==> config.mk <==
export PLATFORM = sky130hd
export DESIGN_NAME = bmpd_out
export DESIGN_NICKNAME = d
export VERILOG_FILES = /design/src/rtl/bmpd_pkg.sv /design/src/rtl/bmpd_out.sv
export SDC_FILE = /design/constraint.sdc
export NUM_CORES = 1
export LEC_CHECK = 0
export BUFFER_PORTS_ARGS = -buffer_cell sky130_fd_sc_hd__buf_2
export CORE_ASPECT_RATIO = 1.25
export CORE_MARGIN = 8
export CORE_UTILIZATION = 40
export DETAILED_ROUTE_END_ITERATION = 8
export PLACE_DENSITY = 0.66
export SETUP_SLACK_MARGIN = 0.05
export SYNTH_ARGS = -nofsm -noshare
export SYNTH_HDL_FRONTEND = slang
export SYNTH_SLANG_ARGS = --single-unit
==> constraint.sdc <==
create_clock -name clk_i -period 2.96 [get_ports clk_i]
set_input_delay 0.888 -clock clk_i [delete_from_list [all_inputs] [get_ports clk_i]]
set_output_delay 0.888 -clock clk_i [all_outputs]
set_load 0.03 [all_outputs]
==> src/rtl/bmpd_pkg.sv <==
`default_nettype none
// ----------------------------------------------------------------------------
// bmpd_pkg
// Shared types and constants of the BMP pixel decoder.
// ----------------------------------------------------------------------------
package bmpd_pkg;

  localparam int unsigned DimW         = 13;
  localparam int unsigned IndexW       = 24;
  localparam int unsigned CfgIdxW      = 2;
  localparam int unsigned MaxDimDef    = 4096;
  localparam int unsigned PalEntriesDef = 256;

  // configuration register indexes
  localparam logic [CfgIdxW-1:0] CFG_WIDTH  = 2'd0;
  localparam logic [CfgIdxW-1:0] CFG_HEIGHT = 2'd1;
  localparam logic [CfgIdxW-1:0] CFG_MODE   = 2'd2;

  // pixel modes
  localparam logic [1:0] MODE_PAL8   = 2'd0;
  localparam logic [1:0] MODE_RGB555 = 2'd1;
  localparam logic [1:0] MODE_RGB24  = 2'd2;
  localparam logic [1:0] MODE_RGBA32 = 2'd3;

  localparam logic [7:0] ALPHA_OPAQUE = 8'hFF;

  typedef struct packed {
    logic [1:0]        mode;
    logic [31:0]       pix;
    logic [IndexW-1:0] index;
    logic              last;
  } pix_item_t;

endpackage
`default_nettype wire

==> src/rtl/bmpd_out.sv <==
`default_nettype none
// ----------------------------------------------------------------------------
// bmpd_out
// Palette read stage, color decode and output register with backpressure.
// ----------------------------------------------------------------------------
module bmpd_out
  import bmpd_pkg::*;
(
  input  wire logic               clk_i,
  input  wire logic               rst_ni,
  input  wire logic               item_valid_i,
  input  wire pix_item_t          item_i,
  input  wire logic [31:0]        pal_rdata_i,
  output logic                    ready_o,
  output logic                    out_valid_o,
  input  wire logic               out_ready_i,
  output logic [7:0]              red_o,
  output logic [7:0]              green_o,
  output logic [7:0]              blue_o,
  output logic [7:0]              alpha_o,
  output logic [IndexW-1:0]       pixel_index_o,
  output logic                    last_pixel_o
);

  logic      s1_valid_q, s1_valid_d;
  pix_item_t s1_q;
  logic      out_valid_q, out_valid_d;
  logic      advance;
  logic [7:0] r, g, b, a;
  logic [7:0] red_q, green_q, blue_q, alpha_q;
  logic [IndexW-1:0] index_q;
  logic      last_q;

  assign advance = s1_valid_q && (!out_valid_q || out_ready_i);
  assign ready_o = !s1_valid_q || advance;

  always_comb begin
    s1_valid_d = s1_valid_q;
    if (advance) begin
      s1_valid_d = 1'b0;
    end
    if (item_valid_i) begin
      s1_valid_d = 1'b1;
    end
    out_valid_d = out_valid_q;
    if (advance) begin
      out_valid_d = 1'b1;
    end else if (out_ready_i) begin
      out_valid_d = 1'b0;
    end
  end

  always_comb begin
    case (s1_q.mode)
      MODE_PAL8: begin
        b = pal_rdata_i[7:0];
        g = pal_rdata_i[15:8];
        r = pal_rdata_i[23:16];
        a = pal_rdata_i[31:24];
      end
      MODE_RGB555: begin
        b = {s1_q.pix[4:0], 3'b000};
        g = {s1_q.pix[9:5], 3'b000};
        r = {s1_q.pix[14:10], 3'b000};
        a = ALPHA_OPAQUE;
      end
      MODE_RGB24: begin
        b = s1_q.pix[7:0];
        g = s1_q.pix[15:8];
        r = s1_q.pix[23:16];
        a = ALPHA_OPAQUE;
      end
      default: begin
        b = s1_q.pix[7:0];
        g = s1_q.pix[15:8];
        r = s1_q.pix[23:16];
        a = s1_q.pix[31:24];
      end
    endcase
  end

  always_ff @(posedge clk_i or negedge rst_ni) begin
    if (!rst_ni) begin
      s1_valid_q  <= 1'b0;
      out_valid_q <= 1'b0;
    end else begin
      s1_valid_q  <= s1_valid_d;
      out_valid_q <= out_valid_d;
    end
  end

  always_ff @(posedge clk_i) begin
    if (item_valid_i) begin
      s1_q <= item_i;
    end
    if (advance) begin
      red_q   <= r;
      green_q <= g;
      blue_q  <= b;
      alpha_q <= a;
      index_q <= s1_q.index;
      last_q  <= s1_q.last;
    end
  end

  assign out_valid_o   = out_valid_q;
  assign red_o         = red_q;
  assign green_o       = green_q;
  assign blue_o        = blue_q;
  assign alpha_o       = alpha_q;
  assign pixel_index_o = index_q;
  assign last_pixel_o  = last_q;

endmodule
`default_nettype wire

==> impl_results.md <==
- TritonRoute pass-1 iters: 4
- Max VDD drop: 0.486 mV
- Clock buffer count from CTS: 17
- Residual DRC count: 0
- Sink Count: 118
- Commonest non-fill, non-tap cell in the layout: buf_2
- Crit start category: input pin
- DRT Wirelength: 9100 um
- DR vias/cell: 4.62
- Root Buffer Master: clkbuf_16
- Final ANT Viol Nets: 0
- Crit Path Max Fanout: 2
- Arr. time, crit path: 1.36 ns
- Largest net degree at the start of global routing: 61
- Status: finished, final reports clean
- Vias in the first global route: 2,616
- Synth warn: 0
- Hold violation count in the final report: 0
- Maxcap violations: 0
- Mapped Nets: 308
- Hold Path Class: in2async
- Tmin final: 2.25 ns
- Antenna violations before repair: 1
- Row cnt: 41
- I/O pins: 154
- Post-Synthesis Cell Area: 0.00416 mm2
- Drt wl/cell: 17.5 um
- Initial DRC count: 92
- Vias: 2,403
- Number of library cell types mapped by synthesis: 18
- Max Fclk: 0.444 GHz
- Port-buffer cells: 153
- First-pass GRT wire length: 13,700 um
- Setup ws final: 0.708 ns
- RSZ-0062 raised after global routing: false
- Most frequent cells in the layout: 153 x buf_2, 116 x edfxtp_1, 20 x a22o_1
- Grt total ovfl: 0
- Clk slew on worst S/H paths: 0.05 ns
- Post-synthesis cell count: 210
- Placed wire-length estimate: 6500 um
- Pre-CTS setup slack: 0.709 ns
- Worst slew margin: 0.447
- Fill cell count: 829
- Nets: 475
- Critical path type: in2out
- Die Width: 107 um
- Die ar.: 0.0139 mm2
- Number of setup buffers added after CTS: 0
- Avg Inst Size Synth: 19.8 um2
- Cts hold-fix bufs: 0
- Flops & latches, synth: 118
- P&R area growth vs syn: 36.8%
- Routability cong.: 0.729
- Clock skew: 0.00878 ns
- Worst Tran Pin Value: 0.829 ns
- CTS tree: done
- Sequential cell area fraction in the yosys report: 0.850
- Worst skew pair latency: 0.40 ns
- Setup crit end kind: output pin
- Layout cell share with drive strength beyond 1: 0.479
- Power Density: 816 mW/mm2
- Worst R2R Start: s1_q[57]
- Crit share post-route: 0.761
- CTS max path bufs: 2
- Worst setup startpoint: out_ready_i
- Slew Viols, Final: 0
- WP data required: 2.07 ns
- GRT Util Overall: 0.135
- H-tree depth: 4
- DIE HEIGHT: 130 um
- Core Area: 0.0101 mm2
- Worst reg-to-reg path cell count: 3
- Leak pwr: 2.37 nW
- TNS Setup: 0 ns
- Final setup fails: 0
- Reg2Reg Setup Slack: 0.91 ns
- Post-CTS Resized: 0
- Starting density of the core: 0.411
[where the power goes]
| part | switching, mW | total, mW | internal [mW] |
|---|---|---|---|
| clock | 0.692 | 2.10 | 1.40 |
| sequential | 0.0434 | 2.07 | 2.02 |
| combinational | 0.314 | 0.476 | 0.162 |
[path summary, 6_finish.rpt]
| path | end |
|---|---|
| max | ready_o |
| min | s1_valid_q |
| max reg2reg | green_o[1] |
| min reg2reg | pixel_index_o[21] |
| max in group asynchronous | out_valid_o |
| min in group clk_i | pixel_index_o[21] |
[cell families after synthesis]
group                      synth area share
adders and majority gates           0.00903
and+or+nand+nor                      0.0382
AOI/OAI and AO/OA                    0.0855
buffers and inverters                0.0169
DFF                                   0.850
[synth_stat cells, drive strengths merged]
| cell type | number | area, um2 |
|---|---|---|
| nor2b | 9 | 56.3 |
| buf | 7 | 58.8 |
| edfxtp | 116 | 3480 |
| nand2 | 13 | 48.8 |
| o21ai | 4 | 20.0 |
| and2 | 1 | 6.26 |
| inv | 2 | 7.51 |
| ha | 3 | 37.5 |
| a21o | 16 | 120 |
| a21oi | 8 | 40.0 |
| a22o | 20 | 175 |
| nor2 | 2 | 10.0 |
| nand2b | 6 | 37.5 |
| clkbuf | 1 | 3.75 |
| dfrtp | 2 | 50.1 |
[state kept, by name, indices dropped and copies added, names as in the netlist]
register,flops
red_o,8
out_valid_o,1
pixel_index_o,24
s1_valid_q,1
s1_q,59
green_o,8
blue_o,8
alpha_o,8
last_pixel_o,1
[worst max-delay path, cell delays in order]
cell and delay, ns:
buf_2 0.10, nor2b_1 0.14, nand2_1 0.06, buf_2 0.17
[stage by stage]
step	std cells	utilization	instance area, um2	hold slack, ns	total power, mW
4_1_cts	519	0.562	5680	0.242	4.70
6_report	520	0.562	5680	0.259	4.64
5_1_grt	520	0.562	5680	0.254	4.81
3_5_place_dp	487	0.502	5070	0.405	2.59
2_1_floorplan	210	-	4160	0.400	2.39
3_3_place_gp	487	0.502	5070	0.401	2.57
[routing by layer]
metal | global-route usage | share of wire
met5 | 0 | 0
met4 | 0.0846 | 0.025
met3 | 0.0464 | 0.070
met2 | 0.235 | 0.53
met1 | 0.134 | 0.37
[final cells by class]
cell class	count	area [um2]	area share
Antenna cell	1	2.50	0.000440
Clock buffer	19	433	0.0762
Clock inverter	13	180	0.0317
Inverter	2	7.51	0.00132
Multi-Input combinational cell	82	553	0.0973
Sequential cell	118	3530	0.622
Tap cell	129	161	0.0284
Timing Repair Buffer	156	813	0.143
No activity file was read; power rests on OpenSTA's default activity.
