<file path="src/rtl/bmpd_pkg.sv">
`default_nettype none
// ----------------------------------------------------------------------------
// bmpd_pkg
// Shared types and constants of the BMP pixel decoder.
// ----------------------------------------------------------------------------
package bmpd_pkg;

  localparam int unsigned DimW         = 13;
  localparam int unsigned IndexW       = 24;
  localparam int unsigned CfgIdxW      = 2;
  localparam int unsigned MaxDimDef    = 4096;
  localparam int unsigned PalEntriesDef = 256;

  // configuration register indexes
  localparam logic [CfgIdxW-1:0] CFG_WIDTH  = 2'd0;
  localparam logic [CfgIdxW-1:0] CFG_HEIGHT = 2'd1;
  localparam logic [CfgIdxW-1:0] CFG_MODE   = 2'd2;

  // pixel modes
  localparam logic [1:0] MODE_PAL8   = 2'd0;
  localparam logic [1:0] MODE_RGB555 = 2'd1;
  localparam logic [1:0] MODE_RGB24  = 2'd2;
  localparam logic [1:0] MODE_RGBA32 = 2'd3;

  localparam logic [7:0] ALPHA_OPAQUE = 8'hFF;

  typedef struct packed {
    logic [1:0]        mode;
    logic [31:0]       pix;
    logic [IndexW-1:0] index;
    logic              last;
  } pix_item_t;

endpackage
`default_nettype wire

</file>
<file path="src/rtl/bmpd_ctrl.sv">
`default_nettype none
// ----------------------------------------------------------------------------
// bmpd_ctrl
// Configuration registers, palette fill, byte assembly, row/column tracking
// and frame index generation.
// ----------------------------------------------------------------------------
module bmpd_ctrl
  import bmpd_pkg::*;
#(
  parameter int unsigned MAX_DIMENSION   = MaxDimDef,
  parameter int unsigned PALETTE_ENTRIES = PalEntriesDef,
  localparam int unsigned AW  = $clog2(PALETTE_ENTRIES),
  localparam int unsigned FCW = AW + 2
) (
  input  wire logic               clk_i,
  input  wire logic               rst_ni,
  input  wire logic               cfg_valid_i,
  input  wire logic [CfgIdxW-1:0] cfg_index_i,
  input  wire logic [DimW-1:0]    cfg_data_i,
  input  wire logic               accept_i,
  input  wire logic [7:0]         data_byte_i,
  output logic                    pal_we_o,
  output logic [3:0]              pal_be_o,
  output logic [AW-1:0]           pal_addr_o,
  output logic [31:0]             pal_wdata_o,
  output logic                    pal_re_o,
  output logic                    item_valid_o,
  output pix_item_t               item_o
);

  localparam logic [FCW-1:0] FillLast = FCW'(4 * PALETTE_ENTRIES - 1);

  function automatic logic [DimW-1:0] eff_dim(input logic [DimW-1:0] v);
    logic [DimW-1:0] r;
    r = v;
    if (v == '0) begin
      r = DimW'(1);
    end else if (32'(v) > MAX_DIMENSION) begin
      r = DimW'(MAX_DIMENSION);
    end
    return r;
  endfunction

  logic [DimW-1:0]   width_q, width_d, height_q, height_d;
  logic [1:0]        mode_q, mode_d;
  logic [IndexW-1:0] frame_base_q, frame_base_d;
  logic [IndexW-1:0] row_base_q, row_base_d;
  logic [DimW-1:0]   col_q, col_d, row_q, row_d;
  logic [1:0]        pad_q, pad_d;
  logic [1:0]        bip_q, bip_d;
  logic [23:0]       partial_q, partial_d;
  logic [FCW-1:0]    fill_q, fill_d;
  logic              loaded_q, loaded_d;

  logic              cfg_hit;
  logic [1:0]        row_bytes_lo;
  logic [31:0]       pix;

  always_comb begin
    width_d      = width_q;
    height_d     = height_q;
    mode_d       = mode_q;
    frame_base_d = frame_base_q;
    row_base_d   = row_base_q;
    col_d        = col_q;
    row_d        = row_q;
    pad_d        = pad_q;
    bip_d        = bip_q;
    partial_d    = partial_q;
    fill_d       = fill_q;
    loaded_d     = loaded_q;
    pal_we_o     = 1'b0;
    pal_be_o     = '0;
    pal_addr_o   = data_byte_i[AW-1:0];
    pal_wdata_o  = {4{data_byte_i}};
    pal_re_o     = 1'b0;
    item_valid_o = 1'b0;
    cfg_hit      = 1'b0;

    row_bytes_lo = 2'(width_q[1:0] * (mode_q + 2'd1));
    pix = {8'd0, partial_q} | (32'(data_byte_i) << {mode_q, 3'b000});

    item_o.mode  = mode_q;
    item_o.pix   = pix;
    item_o.index = row_base_q + IndexW'(col_q);
    item_o.last  = (col_q == width_q - DimW'(1)) && (row_q == height_q - DimW'(1));

    if (accept_i) begin
      if (pad_q != 2'd0) begin
        pad_d = pad_q - 2'd1;
      end else if (mode_q == MODE_PAL8 && !loaded_q) begin
        pal_we_o   = 1'b1;
        pal_addr_o = fill_q[FCW-1:2];
        pal_be_o   = 4'b0001 << fill_q[1:0];
        if (fill_q == FillLast) begin
          loaded_d = 1'b1;
          fill_d   = '0;
        end else begin
          fill_d = fill_q + FCW'(1);
        end
      end else if (bip_q < mode_q) begin
        partial_d = partial_q | (24'(data_byte_i) << {bip_q, 3'b000});
        bip_d     = bip_q + 2'd1;
      end else begin
        item_valid_o = 1'b1;
        pal_re_o     = (mode_q == MODE_PAL8);
        bip_d        = 2'd0;
        partial_d    = '0;
        if (col_q == width_q - DimW'(1)) begin
          col_d = '0;
          pad_d = 2'd0 - row_bytes_lo;
          if (row_q == height_q - DimW'(1)) begin
            row_d      = '0;
            row_base_d = frame_base_q;
          end else begin
            row_d      = row_q + DimW'(1);
            row_base_d = row_base_q - IndexW'(width_q);
          end
        end else begin
          col_d = col_q + DimW'(1);
        end
      end
    end

    if (cfg_valid_i) begin
      case (cfg_index_i)
        CFG_WIDTH: begin
          width_d = eff_dim(cfg_data_i);
          cfg_hit = 1'b1;
        end
        CFG_HEIGHT: begin
          height_d = eff_dim(cfg_data_i);
          cfg_hit  = 1'b1;
        end
        CFG_MODE: begin
          mode_d  = cfg_data_i[1:0];
          cfg_hit = 1'b1;
        end
        default: cfg_hit = 1'b0;
      endcase
      if (cfg_hit) begin
        frame_base_d = IndexW'((height_d - DimW'(1)) * width_d);
        row_base_d   = frame_base_d;
        col_d        = '0;
        row_d        = '0;
        pad_d        = 2'd0;
        bip_d        = 2'd0;
        partial_d    = '0;
      end
    end
  end

  always_ff @(posedge clk_i or negedge rst_ni) begin
    if (!rst_ni) begin
      width_q      <= DimW'(1);
      height_q     <= DimW'(1);
      mode_q       <= MODE_RGB24;
      frame_base_q <= '0;
      row_base_q   <= '0;
      col_q        <= '0;
      row_q        <= '0;
      pad_q        <= 2'd0;
      bip_q        <= 2'd0;
      partial_q    <= '0;
      fill_q       <= '0;
      loaded_q     <= 1'b0;
    end else begin
      width_q      <= width_d;
      height_q     <= height_d;
      mode_q       <= mode_d;
      frame_base_q <= frame_base_d;
      row_base_q   <= row_base_d;
      col_q        <= col_d;
      row_q        <= row_d;
      pad_q        <= pad_d;
      bip_q        <= bip_d;
      partial_q    <= partial_d;
      fill_q       <= fill_d;
      loaded_q     <= loaded_d;
    end
  end

endmodule
`default_nettype wire

</file>
<file path="config.mk">
export PLATFORM = sky130hd
export DESIGN_NAME = bmpd_ctrl
export DESIGN_NICKNAME = d
export VERILOG_FILES = /design/src/rtl/bmpd_pkg.sv /design/src/rtl/bmpd_ctrl.sv
export SDC_FILE = /design/constraint.sdc
export NUM_CORES = 1
export LEC_CHECK = 0
export BUFFER_PORTS_ARGS = -buffer_cell sky130_fd_sc_hd__buf_2
export CAP_MARGIN = 40
export CORE_AREA = 2 2 174 176
export CTS_CLUSTER_DIAMETER = 30
export DETAILED_ROUTE_END_ITERATION = 12
export DIE_AREA = 0 0 176 178
export MAX_ROUTING_LAYER = met4
export PLACE_DENSITY = 0.78
export SETUP_SLACK_MARGIN = 0.05
export SLEW_MARGIN = 20
export SYNTH_ARGS = -nofsm -noshare
export SYNTH_HDL_FRONTEND = slang
export SYNTH_SLANG_ARGS = --single-unit
export TNS_END_PERCENT = 10
</file>
<file path="constraint.sdc">
create_clock -name clk_i -period 7.2 [get_ports clk_i]
set_input_delay 1.08 -clock clk_i [delete_from_list [all_inputs] [get_ports clk_i]]
set_output_delay 1.08 -clock clk_i [all_outputs]
set_load 0.02 [all_outputs]
</file>
==> results.json, run 1 <==
{
  "first_pass_iters": 6,
  "violations": "negative setup slack",
  "hold_viol": 0,
  "antenna_left": 0,
  "grt_pass1_vias": 15400,
  "crit_required_ns": 7.50,
  "cts_num_sinks": 141,
  "gp_congestion": 0.971,
  "core_area_um2": 29400,
  "drt_iter0_markers": 1103,
  "path_max_fanout": 4,
  "rsz0062_at_grt": "yes",
  "grt_overflow_total": 0,
  "ys_types": 91,
  "worst_pin_slew_ns": 0.823,
  "end_kind": "flop",
  "finClkSkew_ns": 0.0140,
  "clock_latency_ns": 0.44,
  "finalSetupViolCount": 20,
  "seq_area_frac_synth_pct": 21.2,
  "cts_buffers": 17,
  "antennaDiodeCount": 0,
  "cts.clk_slew.worst_paths_ns": 0.06,
  "synth_nets": 2275,
  "num_io_pins": 133,
  "initial_core_util_pct": 56.6,
  "htreeDepth": 4,
  "dp_hpwl_um": 37000,
  "grt_usage_pct": 31.9,
  "grt_pass1_wl_um": 76900,
  "die_y_um": 178,
  "clk_path_buf_depth": 2,
  "synth-seq-cells": 141,
  "synthArstFlopShare_pct": 100,
  "cap_violations": 0,
  "reg2reg_slack_ns": 0.09,
  "slew_violations": 0,
  "wl_per_cell_um": 17.6,
  "via_per_inst": 5.68,
  "synth-edff-count": 0,
  "cp-start-kind": "input pin",
  "cpMaxStageDelayCell": "fa_1",
  "syn_area_per_cell_um2": 8.34,
  "hold_path.class": "reg -> reg",
  "dieWidth_um": 176,
  "max_freq_mhz": 132,
  "cp.arrival_ns": 7.90,
  "io_buffers": 132,
  "die_area_um2": 31300,
  "status": "finished, violations left",
  "root_buffer": "clkbuf_16",
  "syn_area_um2": 16600,
  "cpMostUsedCell": "fa_1",
  "relSlewSlack_pct": 44.5,
  "final_util_pct": 68.3,
  "drive_gt1_share_pct": 23.3,
  "n_fill_cell": 2377,
  "fin_ws_ns": -0.399,
  "antenna_found_initial": 0,
  "cts_tree": "done",
  "synth_flop_cell": "dfrtp_1",
  "max_stage_delay_ns": 0.51,
  "drc": 0,
  "min_period_ns": 7.60,
  "num_vias": 15100,
  "timing.final.crit_share_pct": 106,
  "rows": 63,
  "yosys_warnings": 0,
  "critPathKind": "in -> reg",
  "netlist_instances": 1993,
  "wl_um": 46900,
  "layout.nets": 2544,
  "layout-area-overhead-vs-synth_pct": 20.7,
  "grt_max_degree": 75
}
[kinds of logic after synthesis]
group / Yosys count / synth area share (%)
compound gates: 364 / 14.2
xor+xnor: 128 / 6.82
fa+ha+maj: 255 / 26.3
buf+inv: 372 / 9.65
flops: 141 / 21.2
mux: 41 / 2.60
simple gates: 692 / 19.2
[synthesized netlist by cell type, types with 5 or more instances]
cell	n	area share, %
nand2b_1	31	1.2
nand3_1	32	0.96
clkbuf_1	59	1.3
a31oi_1	15	0.56
nor2b_1	15	0.56
nand2_1	242	5.5
o21ai_0	81	2.4
xor2_1	54	2.8
nor2_1	229	5.2
a211oi_1	9	0.41
and3_1	22	0.83
a21o_1	40	1.8
inv_1	253	5.7
o21ai_1	5	0.15
and2_1	12	0.45
xnor2_1	73	3.8
or2_2	8	0.30
mux2i_1	24	1.4
o211ai_1	6	0.27
o31ai_1	12	0.54
buf_2	7	0.21
dfrtp_1	138	21
a21oi_1	109	3.3
or3_1	12	0.45
buf_6	8	0.54
buf_4	33	1.5
o21a_1	16	0.72
buf_1	11	0.25
fa_1	157	19
ha_1	98	7.4
nand4_1	13	0.49
nor4_1	13	0.49
o22ai_1	5	0.19
nor3_1	32	0.96
mux2_2	17	1.2
[state kept, by name, indices dropped and copies added, names as in the netlist]
name and flops:
frame_base_q 24, width_q 13, bip_q 2, col_q 13, partial_q 24, row_base_q 24, fill_q 10, loaded_q 1
height_q 13, pad_q 2, mode_q 2, row_q 13
[final timing paths]
kind / start / end / cells past startpoint
min in group asynchronous: rst_ni / partial_q[20] / 1
hold / removal: frame_base_q[10] / frame_base_q[10] / 2
setup reg to reg: height_q[5] / row_base_q[23] / 28
setup / recovery: cfg_data_i[8] / row_base_q[23] / 33
hold reg to reg: frame_base_q[10] / frame_base_q[10] / 2
max in group asynchronous: rst_ni / frame_base_q[17] / 3
[what timing repair did]
item / 4_1_cts / 5_1_grt
gates resized for setup: 25 / 50
hold buffers: 0 / 0
setup endpoints to repair: 23 / 25
pin swaps: 30 / 11
buffers inserted: 13 / 4
[per-layer routing]
| metal | GRT usage [%] | share of wire (%) | vias to the layer above |
|---|---|---|---|
| met2 | 54.4 | 49 | 586 |
| met3 | 3.64 | 6.4 | 126 |
| met5 | - | 0 | - |
| li1 | - | - | 7034 |
| met4 | 13.4 | 4.1 | 0 |
| met1 | 38.8 | 40 | 7388 |
[worst max-delay path: cells and delay by family]
family	cells	cell delay [ns]
XOR/XNOR	2	0.48
adder cells (fa/ha/maj)	8	3.30
AND/OR/NAND/NOR	6	0.85
AO/OA/AOI/OAI	10	1.75
buffers and inverters	7	0.44
[layout by cell type, fill, tap and decap left out, types with 13 or more instances in the layout]
cell type	instances
inv_1	244
nand2_1	238
buf_4	229
nor2_1	218
fa_1	153
dfrtp_1	138
buf_2	128
a21oi_1	103
ha_1	89
o21ai_0	71
xnor2_1	62
xor2_1	50
a21o_1	40
nand3_1	32
nand2b_1	30
nor3_1	30
mux2i_1	24
and3_1	22
clkbuf_16	17
mux2_2	16
o21a_1	16
nor2b_1	14
a31oi_1	14
nand4_1	13
[metrics by stage]
step                TNS [ns]  hold WS [ns]  std cells  instance area [µm²]  setup WS, ns
finish                 -4.19         0.472       2664                20100        -0.399
detailed placement    -18.28         0.460       2616                19100         -1.27
floorplan              -9.55         0.440       1993                16900        -0.721
CTS                    -3.28         0.475       2660                19900        -0.314
global placement      -15.21         0.455       2611                19000         -1.13
global route          -10.46         0.503       2664                20100        -0.718
[area by class of cell]
cell class	instances	area (µm²)	share of cell area [%]
Inverter	253	952	4.74
Multi-Input combinational cell	1480	12000	59.8
Clock buffer	19	443	2.21
Tap cell	390	488	2.43
Timing Repair Buffer	369	2530	12.6
Clock inverter	12	126	0.629
Sequential cell	141	3530	17.6
Power of run 1 is not shown: default switching activity piles up to over one toggle a cycle in this logic, so the estimate is an artifact.
==> run 2: changes to the inputs <==
--- a/config.mk
+++ b/config.mk
@@ -8,11 +8,11 @@
 export BUFFER_PORTS_ARGS = -buffer_cell sky130_fd_sc_hd__buf_2
 export CAP_MARGIN = 40
 export CORE_AREA = 2 2 174 176
-export CTS_CLUSTER_DIAMETER = 30
 export DETAILED_ROUTE_END_ITERATION = 12
 export DIE_AREA = 0 0 176 178
 export MAX_ROUTING_LAYER = met4
 export PLACE_DENSITY = 0.78
+export REMOVE_ABC_BUFFERS = 1
 export SETUP_SLACK_MARGIN = 0.05
 export SLEW_MARGIN = 20
 export SYNTH_ARGS = -nofsm -noshare
==> run 2 against run 1 <==
Net effect: critical path depth decreased by 1; die area is the same; sequential share of layout area shrank 0.47 points; via count grew 2.6%; global-route usage grew 0.47 points; the run still ends with negative setup slack left; clock skew grew 0.0052 ns; core utilization up 1.9 points.
==> results.json, run 2 (synthesis gave the netlist of run 1 again) <==
{
  "drc": 0,
  "hold_buffers": 0,
  "gr-usage-met2_pct": 55.2,
  "final_cell_mix": "buf_4 (259), nand2_1 (236), inv_1 (234)",
  "num_vias": 15500,
  "status": "finished, violations left",
  "hold_viol": 0,
  "timing.final.crit_share_pct": 109,
  "cts_tree": "done",
  "crit_required_ns": 7.53,
  "clock_latency_ns": 0.44,
  "grt_pass1_vias": 15400,
  "antenna_found_initial": 0,
  "top_usage_layer": "met2",
  "layout_commonest_cell": "buf_4",
  "min_period_ns": 7.86,
  "first_pass_iters": 7,
  "fin_ws_ns": -0.661,
  "max_stage_delay_ns": 0.53,
  "relSlewSlack_pct": 48.3,
  "cap_violations": 0,
  "cp.arrival_ns": 8.19,
  "drt_iter0_markers": 1399,
  "drive_gt1_share_pct": 26.3,
  "dieWidth_um": 176,
  "io_buffers": 132,
  "core_area_um2": 29400,
  "hold_path.class": "reg -> reg",
  "worst_pin_slew_ns": 0.767,
  "gp_congestion": 0.992,
  "grt_usage_pct": 32.4,
  "critPathKind": "in -> reg",
  "cpMaxStageDelayCell": "fa_1",
  "clk_path_buf_depth": 2,
  "htreeDepth": 4,
  "wl_per_cell_um": 18.3,
  "rows": 63,
  "cts_num_sinks": 141,
  "wl_um": 49600,
  "die_y_um": 178,
  "cp-start-kind": "input pin",
  "finClkSkew_ns": 0.0192,
  "root_buffer": "clkbuf_16",
  "use_met3_pct": 3.37,
  "end_kind": "flop",
  "postLayoutCellArea_um2": 20600,
  "num_io_pins": 133,
  "use_met1_pct": 41.2,
  "cts_buffers": 17,
  "place_area_um2": 18900,
  "max_freq_mhz": 127,
  "finalSetupViolCount": 21,
  "grt_max_degree": 72,
  "layout.nets": 2582,
  "initial_core_util_pct": 56.6,
  "dp_hpwl_um": 37500,
  "via_per_inst": 5.74,
  "tns_ns": -8.38,
  "violations": "negative setup slack",
  "final_util_pct": 70.2,
  "slew_violations": 0,
  "cpMostUsedCell": "fa_1",
  "antennaDiodeCount": 0,
  "grt_overflow_total": 0,
  "grt_pass1_wl_um": 78200,
  "rsz0062_at_grt": "yes",
  "antenna_left": 0,
  "path_max_fanout": 4,
  "top_regs": "frame_base_q (24), partial_q (24), row_base_q (24)",
  "layout-area-overhead-vs-synth_pct": 24.1,
  "cts.clk_slew.worst_paths_ns": 0.08,
  "die_area_um2": 31300
}
## run 2: cell count changes in the layout (fill, tap and decap cells not counted), sizes merged
cell,previous run,this run
inv,260,259
clkinvlp,2,1
bufinv,1,2
buf,369,407
clkinv,2,4
## run 2: area by class of cell
type | instances | area [µm²]
flip-flops and latches | 141 | 3530
clock buffers | 19 | 443
multi-input cells | 1480 | 12200
repair buffers | 407 | 2870
fillers | 2214 | 8770
well taps | 390 | 488
clock inverters | 13 | 151
inverters | 253 | 952
## run 2: final timing paths
check | startpoint | endpoint | slack [ns] | cells past startpoint
worst max-delay path | cfg_data_i[4] | frame_base_q[22] | -0.66 | 32
worst min-delay path | frame_base_q[10] | frame_base_q[10] | 0.47 | 2
worst max register to register | height_q[5] | frame_base_q[22] | -0.06 | 26
worst min register to register | frame_base_q[10] | frame_base_q[10] | 0.47 | 2
max in group asynchronous | rst_ni | width_q[0] | 5.42 | 3
min in group asynchronous | rst_ni | width_q[11] | 0.68 | 1
## run 2: worst max-delay path, delay by kind of cell
kind | cells | cell delay (ns)
mux | 1 | 0.26
simple gates | 4 | 0.54
fa+ha+maj | 8 | 3.43
compound gates | 9 | 1.86
buf+inv | 8 | 0.59
xor+xnor | 2 | 0.41
## run 2: repair_timing
item / 4_1_cts / 5_1_grt
setup buffers: 26 / 20
pin swaps: 76 / 58
setup endpoints to repair: 28 / 30
gates resized for setup: 105 / 69
## run 2: metal layers
metal | wire (µm) | part of all wire, % | up-vias
met3 | 2890 | 5.8 | 98
li1 | - | - | 7130
met1 | 20500 | 41 | 7705
met5 | 0 | 0 | -
met2 | 25000 | 50 | 591
met4 | 1230 | 2.5 | 0
## run 2: through the flow
stage / setup WS, ns / hold WS (ns) / cells
CTS: -0.455 / 0.474 / 2683
global route: -0.810 / 0.490 / 2703
finish: -0.661 / 0.472 / 2703
detailed placement: -1.64 / 0.459 / 2628
floorplan: -1.56 / 0.440 / 1874
global placement: -1.43 / 0.454 / 2625
Power of run 2 is left out for the same reason.
